$ cat src/rtl/subband_qmf_analysis_24tap_defines.svh
// Assertion macros shared by the filter bank RTL.
`ifndef SUBBAND_QMF_ANALYSIS_24TAP_DEFINES_SVH
`define SUBBAND_QMF_ANALYSIS_24TAP_DEFINES_SVH

// Same-cycle implication, checked outside reset.
`define SQMF_ASSERT_NOW(label, ante, cons, msg) \
  label: assert property (@(posedge clk) disable iff (rst) (ante) |-> (cons)) \
    else $error(msg);

// Next-cycle implication, checked outside reset.
`define SQMF_ASSERT_NEXT(label, ante, cons, msg) \
  label: assert property (@(posedge clk) disable iff (rst) (ante) |=> (cons)) \
    else $error(msg);

`endif

$ cat src/rtl/sqmf_pkg.sv
package sqmf_pkg;

  localparam int NUM_TAPS  = 24;
  localparam int TAP_W     = $clog2(NUM_TAPS);
  localparam int SAMPLE_W  = 16;
  localparam int COEF_W    = 14;
  localparam int PROD_W    = SAMPLE_W + COEF_W;
  localparam int SUM_W     = 32;
  localparam int BAND_W    = 15;

  // Control from the sequencer to the sample ring.
  typedef struct packed {
    logic wr_en;
    logic rd_step;
  } ring_ctrl_t;

  // Control from the sequencer to the multiply-accumulate unit.
  typedef struct packed {
    logic clr;
    logic issue;
    logic odd;
  } mac_ctrl_t;

  // Next ring slot, wrapping at the end of the ring.
  function automatic logic [TAP_W-1:0] next_slot(input logic [TAP_W-1:0] p);
    logic [TAP_W-1:0] r;
    if (p == TAP_W'(NUM_TAPS - 1)) begin
      r = '0;
    end else begin
      r = p + TAP_W'(1);
    end
    return r;
  endfunction

  // Symmetric QMF coefficient for a tap, oldest sample first.
  function automatic logic signed [COEF_W-1:0] qmf_coef(input logic [TAP_W-1:0] t);
    logic signed [COEF_W-1:0] c;
    case (t)
      5'd0,  5'd23: c = 14'sd1;
      5'd1,  5'd22: c = -14'sd11;
      5'd2,  5'd21: c = -14'sd11;
      5'd3,  5'd20: c = 14'sd53;
      5'd4,  5'd19: c = 14'sd12;
      5'd5,  5'd18: c = -14'sd156;
      5'd6,  5'd17: c = 14'sd32;
      5'd7,  5'd16: c = 14'sd362;
      5'd8,  5'd15: c = -14'sd210;
      5'd9,  5'd14: c = -14'sd805;
      5'd10, 5'd13: c = 14'sd951;
      5'd11, 5'd12: c = 14'sd3876;
      default:      c = '0;
    endcase
    return c;
  endfunction

  // Divide by 8192 truncating toward zero, then saturate to the band range.
  function automatic logic signed [BAND_W-1:0] div_sat(input logic signed [SUM_W-1:0] v);
    logic signed [SUM_W-1:0] b;
    logic signed [SUM_W-14:0] q;
    logic signed [BAND_W-1:0] r;
    b = v + (v[SUM_W-1] ? SUM_W'(8191) : SUM_W'(0));
    q = b[SUM_W-1:13];
    if (q > (SUM_W-13)'(16383)) begin
      r = 15'sh3FFF;
    end else if (q < -(SUM_W-13)'(16384)) begin
      r = 15'sh4000;
    end else begin
      r = q[BAND_W-1:0];
    end
    return r;
  endfunction

endpackage

$ cat src/rtl/subband_qmf_analysis_24tap.sv
// The 24 taps share one multiply-accumulate unit.
// The block takes no item until the current result has been loaded for output.
// Reset (rst, synchronous): sample ring cleared to zero, write slot zero,
// sequencer idle, no result pending.
module subband_qmf_analysis_24tap (
  input  logic                                  clk,
  input  logic                                  rst,
  input  logic                                  in_valid,
  output logic                                  in_stall,
  input  logic signed [sqmf_pkg::SAMPLE_W-1:0]  first_sample,
  input  logic signed [sqmf_pkg::SAMPLE_W-1:0]  second_sample,
  output logic                                  out_valid,
  input  logic                                  out_stall,
  output logic signed [sqmf_pkg::BAND_W-1:0]    low_band,
  output logic signed [sqmf_pkg::BAND_W-1:0]    high_band
);
  import sqmf_pkg::*;
  `include "subband_qmf_analysis_24tap_defines.svh"

  typedef enum logic [4:0] {
    ST_IDLE  = 5'b00001,
    ST_WR2   = 5'b00010,
    ST_MAC   = 5'b00100,
    ST_DRAIN = 5'b01000,
    ST_FIN   = 5'b10000
  } state_t;

  state_t                     state;
  state_t                     state_next;
  logic [TAP_W-1:0]           tap_cnt;
  logic signed [SAMPLE_W-1:0] second_hold;
  logic                       accept;
  logic                       load_out;
  ring_ctrl_t                 ring_ctrl;
  mac_ctrl_t                  mac_ctrl;
  logic signed [SAMPLE_W-1:0] ring_wdata;
  logic signed [SAMPLE_W-1:0] ring_rdata;
  logic signed [SUM_W-1:0]    sum_a;
  logic signed [SUM_W-1:0]    sum_b;

  assign in_stall = (state != ST_IDLE);
  assign accept   = in_valid && !in_stall;
  assign load_out = (state == ST_FIN) && (!out_valid || !out_stall);

  // Sequencer transitions.
  always_comb begin
    state_next = state;
    case (state)
      ST_IDLE:  if (in_valid) state_next = ST_WR2;
      ST_WR2:   state_next = ST_MAC;
      ST_MAC:   if (tap_cnt == TAP_W'(NUM_TAPS - 1)) state_next = ST_DRAIN;
      ST_DRAIN: state_next = ST_FIN;
      ST_FIN:   if (load_out) state_next = ST_IDLE;
      default:  state_next = ST_IDLE;
    endcase
  end

  always_ff @(posedge clk) begin
    if (rst) begin
      state   <= ST_IDLE;
      tap_cnt <= '0;
    end else begin
      state <= state_next;
      if (state == ST_MAC) begin
        tap_cnt <= next_slot(tap_cnt);
      end else begin
        tap_cnt <= '0;
      end
    end
  end

  // The later sample is held and written in the cycle after, through the ring's single write port.
  always_ff @(posedge clk) begin
    if (accept) begin
      second_hold <= second_sample;
    end
  end

  always_comb begin
    ring_ctrl.wr_en   = accept || (state == ST_WR2);
    ring_ctrl.rd_step = (state == ST_MAC);
    ring_wdata        = (state == ST_WR2) ? second_hold : first_sample;
    mac_ctrl.clr      = accept;
    mac_ctrl.issue    = (state == ST_MAC);
    mac_ctrl.odd      = tap_cnt[0];
  end

  sqmf_ring u_ring (
    .clk   (clk),
    .rst   (rst),
    .ctrl  (ring_ctrl),
    .wdata (ring_wdata),
    .rdata (ring_rdata)
  );

  sqmf_mac u_mac (
    .clk    (clk),
    .rst    (rst),
    .ctrl   (mac_ctrl),
    .sample (ring_rdata),
    .coef   (qmf_coef(tap_cnt)),
    .sum_a  (sum_a),
    .sum_b  (sum_b)
  );

  // Output register: scale, saturate and hold until taken.
  always_ff @(posedge clk) begin
    if (rst) begin
      out_valid <= 1'b0;
    end else if (load_out) begin
      out_valid <= 1'b1;
    end else if (!out_stall) begin
      out_valid <= 1'b0;
    end
  end

  always_ff @(posedge clk) begin
    if (load_out) begin
      low_band  <= div_sat(sum_a + sum_b);
      high_band <= div_sat(sum_a - sum_b);
    end
  end

  `SQMF_ASSERT_NEXT(a_accept_starts_seq, accept, state == ST_WR2, "accept did not start sequence")
  `SQMF_ASSERT_NOW(a_tap_in_range, 1'b1, tap_cnt < TAP_W'(NUM_TAPS), "tap counter out of range")
  `SQMF_ASSERT_NOW(a_result_from_fin, $rose(out_valid), $past(state == ST_FIN), "result not from finish")

endmodule

$ cat src/rtl/sqmf_ring.sv
module sqmf_ring (
  input  logic                                  clk,
  input  logic                                  rst,
  input  sqmf_pkg::ring_ctrl_t                  ctrl,
  input  logic signed [sqmf_pkg::SAMPLE_W-1:0]  wdata,
  output logic signed [sqmf_pkg::SAMPLE_W-1:0]  rdata
);
  import sqmf_pkg::*;

  logic signed [SAMPLE_W-1:0] ring [NUM_TAPS];
  logic [TAP_W-1:0]           wr_idx;
  logic [TAP_W-1:0]           rd_idx;

  // Past samples; the write slot is always the oldest entry.
  always_ff @(posedge clk) begin
    if (rst) begin
      for (int i = 0; i < NUM_TAPS; i++) begin
        ring[i] <= '0;
      end
    end else if (ctrl.wr_en) begin
      ring[wr_idx] <= wdata;
    end
  end

  // After a write the read pointer sits on the oldest sample.
  always_ff @(posedge clk) begin
    if (rst) begin
      wr_idx <= '0;
      rd_idx <= '0;
    end else if (ctrl.wr_en) begin
      wr_idx <= next_slot(wr_idx);
      rd_idx <= next_slot(wr_idx);
    end else if (ctrl.rd_step) begin
      rd_idx <= next_slot(rd_idx);
    end
  end

  assign rdata = ring[rd_idx];

endmodule

$ cat src/rtl/sqmf_mac.sv
module sqmf_mac (
  input  logic                                  clk,
  input  logic                                  rst,
  input  sqmf_pkg::mac_ctrl_t                   ctrl,
  input  logic signed [sqmf_pkg::SAMPLE_W-1:0]  sample,
  input  logic signed [sqmf_pkg::COEF_W-1:0]    coef,
  output logic signed [sqmf_pkg::SUM_W-1:0]     sum_a,
  output logic signed [sqmf_pkg::SUM_W-1:0]     sum_b
);
  import sqmf_pkg::*;

  logic signed [PROD_W-1:0] prod;
  logic                     prod_vld;
  logic                     prod_odd;

  // Multiply stage.
  always_ff @(posedge clk) begin
    if (rst) begin
      prod_vld <= 1'b0;
    end else begin
      prod_vld <= ctrl.issue;
    end
    prod     <= sample * coef;
    prod_odd <= ctrl.odd;
  end

  // Accumulate stage: odd taps into sum A, even taps into sum B.
  always_ff @(posedge clk) begin
    if (rst || ctrl.clr) begin
      sum_a <= '0;
      sum_b <= '0;
    end else if (prod_vld) begin
      if (prod_odd) begin
        sum_a <= sum_a + SUM_W'(prod);
      end else begin
        sum_b <= sum_b + SUM_W'(prod);
      end
    end
  end

endmodule
$ cat config.mk
export PLATFORM = sky130hd
export DESIGN_NAME = subband_qmf_analysis_24tap
export DESIGN_NICKNAME = d
export VERILOG_FILES = /design/src/rtl/sqmf_pkg.sv /design/src/rtl/subband_qmf_analysis_24tap.sv /design/src/rtl/sqmf_ring.sv /design/src/rtl/sqmf_mac.sv
export VERILOG_INCLUDE_DIRS = /design/src /design/src/rtl
export SDC_FILE = /design/constraint.sdc
export NUM_CORES = 2
export LEC_CHECK = 0
export ABC_AREA = 1
export BUFFER_PORTS_ARGS = -buffer_cell sky130_fd_sc_hd__buf_2
export CAP_MARGIN = 40
export CORE_MARGIN = 2
export CORE_UTILIZATION = 30
export DETAILED_ROUTE_END_ITERATION = 8
export GPL_ROUTABILITY_DRIVEN = 1
export PLACE_DENSITY = 0.51
export SLEW_MARGIN = 0
export SYNTH_ARGS = -nofsm -noshare
export SYNTH_HDL_FRONTEND = slang
export SYNTH_SLANG_ARGS = --single-unit
$ cat constraint.sdc
create_clock -name clk -period 8.4 [get_ports clk]
set_input_delay 2.52 -clock clk [delete_from_list [all_inputs] [get_ports clk]]
set_output_delay 2.52 -clock clk [all_outputs]
set_load 0.05 [all_outputs]
==> flow_metrics.tcl <==
set metrics [dict create \
    top_level_ports 68 \
    rows 144 \
    final_area_um2 52300 \
    pwr-share-comb_pct 21.5 \
    placedInstanceArea_um2 49700 \
    r2r_slack_ns 0.59 \
    avgRoutedWirePerCell_um 19.3 \
    die_height_um 398 \
    cts_tree "built" \
    hold_class "flop to flop" \
    p_switching_uw 3030 \
    grt_overflow_total 0 \
    holdCritStartpoint "tap_cnt[0]" \
    r2r-end "u_mac.prod[26]" \
    postRouteAntennaNets 0 \
    antenna_found_initial 0 \
    yosys_warnings 0 \
    arrival_ns 8.36 \
    layout.nets 5973 \
    finalWeightedCongestion 0.925 \
    final-setup-viol-count 0 \
    clk_pin_slew_ns 0.06 \
    io_buffer_count 67 \
    fin_crit_sh_pct 93.0 \
    post_drt_via_cell_ratio 4.93 \
    grt_pass1_vias 37100 \
    switching_share_pct 32.0 \
    numCtsBuffers 82 \
    grtUsageTotal_pct 18.4 \
    cts_buffer_depth 3 \
    fin_worst_skew_ns 0.0420 \
    syn_avg_cell_area_um2 8.54 \
    tns_ns 0 \
    start_kind "flop" \
    tightest_slew_ns 0.915 \
    synth-seq-cells 692 \
    syn_nets 5949 \
    whs_ns 0.421 \
    grt_max_degree 107 \
    max-slew-margin-rel_pct 38.9 \
    fmax_ghz 0.128 \
    drc 0 \
    internal_power_uw 6450 \
    pwr-share-seq_pct 41.8 \
    p_leak_uw 0.0232 \
    drive_above_1_share_pct 8.63 \
    yosysSeqAreaShare_pct 41.7 \
    path_max_fanout 61 \
    start_util_pct 30.2 \
    cp_slowest_stage_delay_ns 0.57 \
    dp_slack_ns 0.404 \
    fin_crit_ns 7.81 \
    cts_sinks 692 \
    vdd_drop_max_mv 0.190 \
    drv_cap 0 \
    drtIter0Drc 2765 \
    grt_pass1_wl_um 226000 \
    root_buffer "clkbuf_16" \
    core_um2 154000 \
    crit_slowest_cell "buf_4" \
    cts_max_level 3 \
    status "finished clean" \
    dpl.hpwl_um 108000 \
    hold_viol 0 \
    critPathCaptureType "flop" \
    maxSlewViolCount 0 \
    cts_hold_buf 0 \
    area_growth_pct 12.3 \
    cp.required_ns 8.95 \
    syn_area_um2 46600 \
    wl_um 147000 \
    worst-setup-path-type "flop to flop" \
    grt_setup_unrepaired "no" \
    crit_top_cell "ha_1" \
    dieArea_um2 159000 \
    clk_latency_ns 0.70 \
    diodes 0 \
    min_to "u_mac.prod_odd" \
    cts_setup_buffers 0 \
    r2r.worst_path.cells 27 \
    synth_cell_type_count 57 \
    min_path_cells 0 \
    vias 37400 \
    powerDensity_nw_per_um2 181 \
    die_w_um 398 \
    p_clk_share_pct 36.7 \
    postSynthCellCount 5458 \
    timing.final.ws_setup_ns 0.588 \
    drt_first_pass_iters 6 \
]
-- critical path, delay by kind of cell, from the launching register on --
| family | cells | cell delay (ns) |
|---|---|---|
| compound gates | 12 | 3.05 |
| buf+inv | 4 | 0.93 |
| xor+xnor | 1 | 0.17 |
| simple gates | 3 | 0.59 |
| fa+ha+maj | 7 | 2.52 |
| flops | 1 | 0.39 |
-- per-stage QoR --
stage	util [%]	std cells	total power [uW]
6_report	33.9	7593	9480
2_1_floorplan	-	5458	5340
4_1_cts	33.9	7592	9580
5_1_grt	33.9	7593	9950
3_3_place_gp	32.0	7418	6040
3_5_place_dp	32.2	7441	6070
-- flip-flops by register name, indices dropped and copies added (netlist names), named ones only --
register,flops
u_ring.wr_idx,5
u_mac.coef,12
u_mac.prod,30
tap_cnt,5
u_mac.prod_odd,1
high_band,15
u_ring.ring,512
u_mac.sum_a,32
state,5
u_mac.prod_vld,1
second_hold,16
low_band,15
u_mac.sum_b,32
out_valid,1
u_ring.rd_idx,5
-- cells in the mapped netlist, drive strengths merged --
| cell type | count | share of area, % |
|---|---|---|
| inv | 732 | 5.9 |
| xnor2 | 41 | 0.77 |
| nand3b | 9 | 0.14 |
| a21o | 7 | 0.11 |
| a21oi | 237 | 2.6 |
| nor3b | 2 | 0.032 |
| clkbuf | 203 | 1.6 |
| nor2 | 1096 | 9.1 |
| o221ai | 98 | 1.8 |
| o31ai | 5 | 0.081 |
| o2111ai | 2 | 0.038 |
| nand2 | 881 | 7.5 |
| dfxtp | 134 | 5.8 |
| o21bai | 21 | 0.34 |
| o211ai | 28 | 0.45 |
| fa | 224 | 9.6 |
| clkinv | 4 | 0.032 |
| edfxtp | 558 | 36 |
| nand4 | 43 | 0.58 |
| nand3 | 191 | 2.2 |
| a31oi | 17 | 0.23 |
| o22ai | 34 | 0.46 |
| a221oi | 6 | 0.11 |
| nor3 | 36 | 0.44 |
| ha | 231 | 6.2 |
| a21boi | 8 | 0.13 |
| xor2 | 90 | 1.7 |
| or2 | 22 | 0.30 |
| and2 | 3 | 0.040 |
| o21ai | 439 | 4.7 |
| nor4 | 8 | 0.12 |
| nor2b | 1 | 0.013 |
| a211oi | 5 | 0.081 |
| o311ai | 2 | 0.038 |
| o21a | 4 | 0.064 |
| o311a | 1 | 0.021 |
| buf | 35 | 0.67 |
-- power by group through the flow --
stage	sequential (uW)	clock [uW]	combinational [uW]
final	3960	3480	2040
after global routing	3970	3690	2290
after CTS	3960	3570	2050
after detailed placement	4030	0	2040
after global placement	4030	0	2000
after floorplan	3970	0	1370
-- metal layers --
layer  track usage, %  vias up  share of wire, %
met5                0        -                 0
met4             6.05        0               3.2
met2             31.2      972                48
met1             24.1    18300                44
li1                 -    18000                 -
met3             2.42      199               4.9
-- cells in the final DEF (no fill, tap or decap), types with 76 or more instances in the layout --
cell type / instances
nor2_1: 1056
nand2_1: 827
inv_1: 707
edfxtp_1: 558
o21ai_0: 413
ha_1: 231
a21oi_1: 230
fa_1: 224
nand3_1: 180
dfxtp_1: 131
o221ai_1: 98
xor2_1: 88
clkbuf_16: 84
buf_4: 76
-- area by class of cell --
class | count | area (um2)
Fill cell | 16200 | 102000
Multi-Input combinational cell | 3792 | 23400
Sequential cell | 692 | 19400
Inverter | 736 | 2770
Tap cell | 2044 | 2560
Clock buffer | 112 | 2270
Timing Repair Buffer | 178 | 1520
Clock inverter | 39 | 344
-- cell families after synthesis --
group	Yosys count	synth area share, %
AOI/OAI and AO/OA	914	11.3
xor gates and xnor gates	131	2.52
buffers and inverters	974	8.24
and+or+nand+nor	2292	20.4
DFF	692	41.7
adders and majority gates	455	15.8
-- what timing repair did --
item / in CTS / in global routing
endpoints found under the hold margin: 0 / 0
resized for setup: 0 / 2
setup endpoints to repair: 0 / 2
-- how the worst max path moves through the flow --
stage / startpoint / endpoint
6_report: flop / u_mac.prod[26]
5_1_grt: flop / u_mac.prod[28]
4_1_cts: flop / u_mac.prod[26]
3_5_place_dp: flop / u_mac.prod[26]
3_3_place_gp: flop / u_mac.prod[26]
2_1_floorplan: flop / u_mac.prod[29]
(Power assumes the default switching activity.)
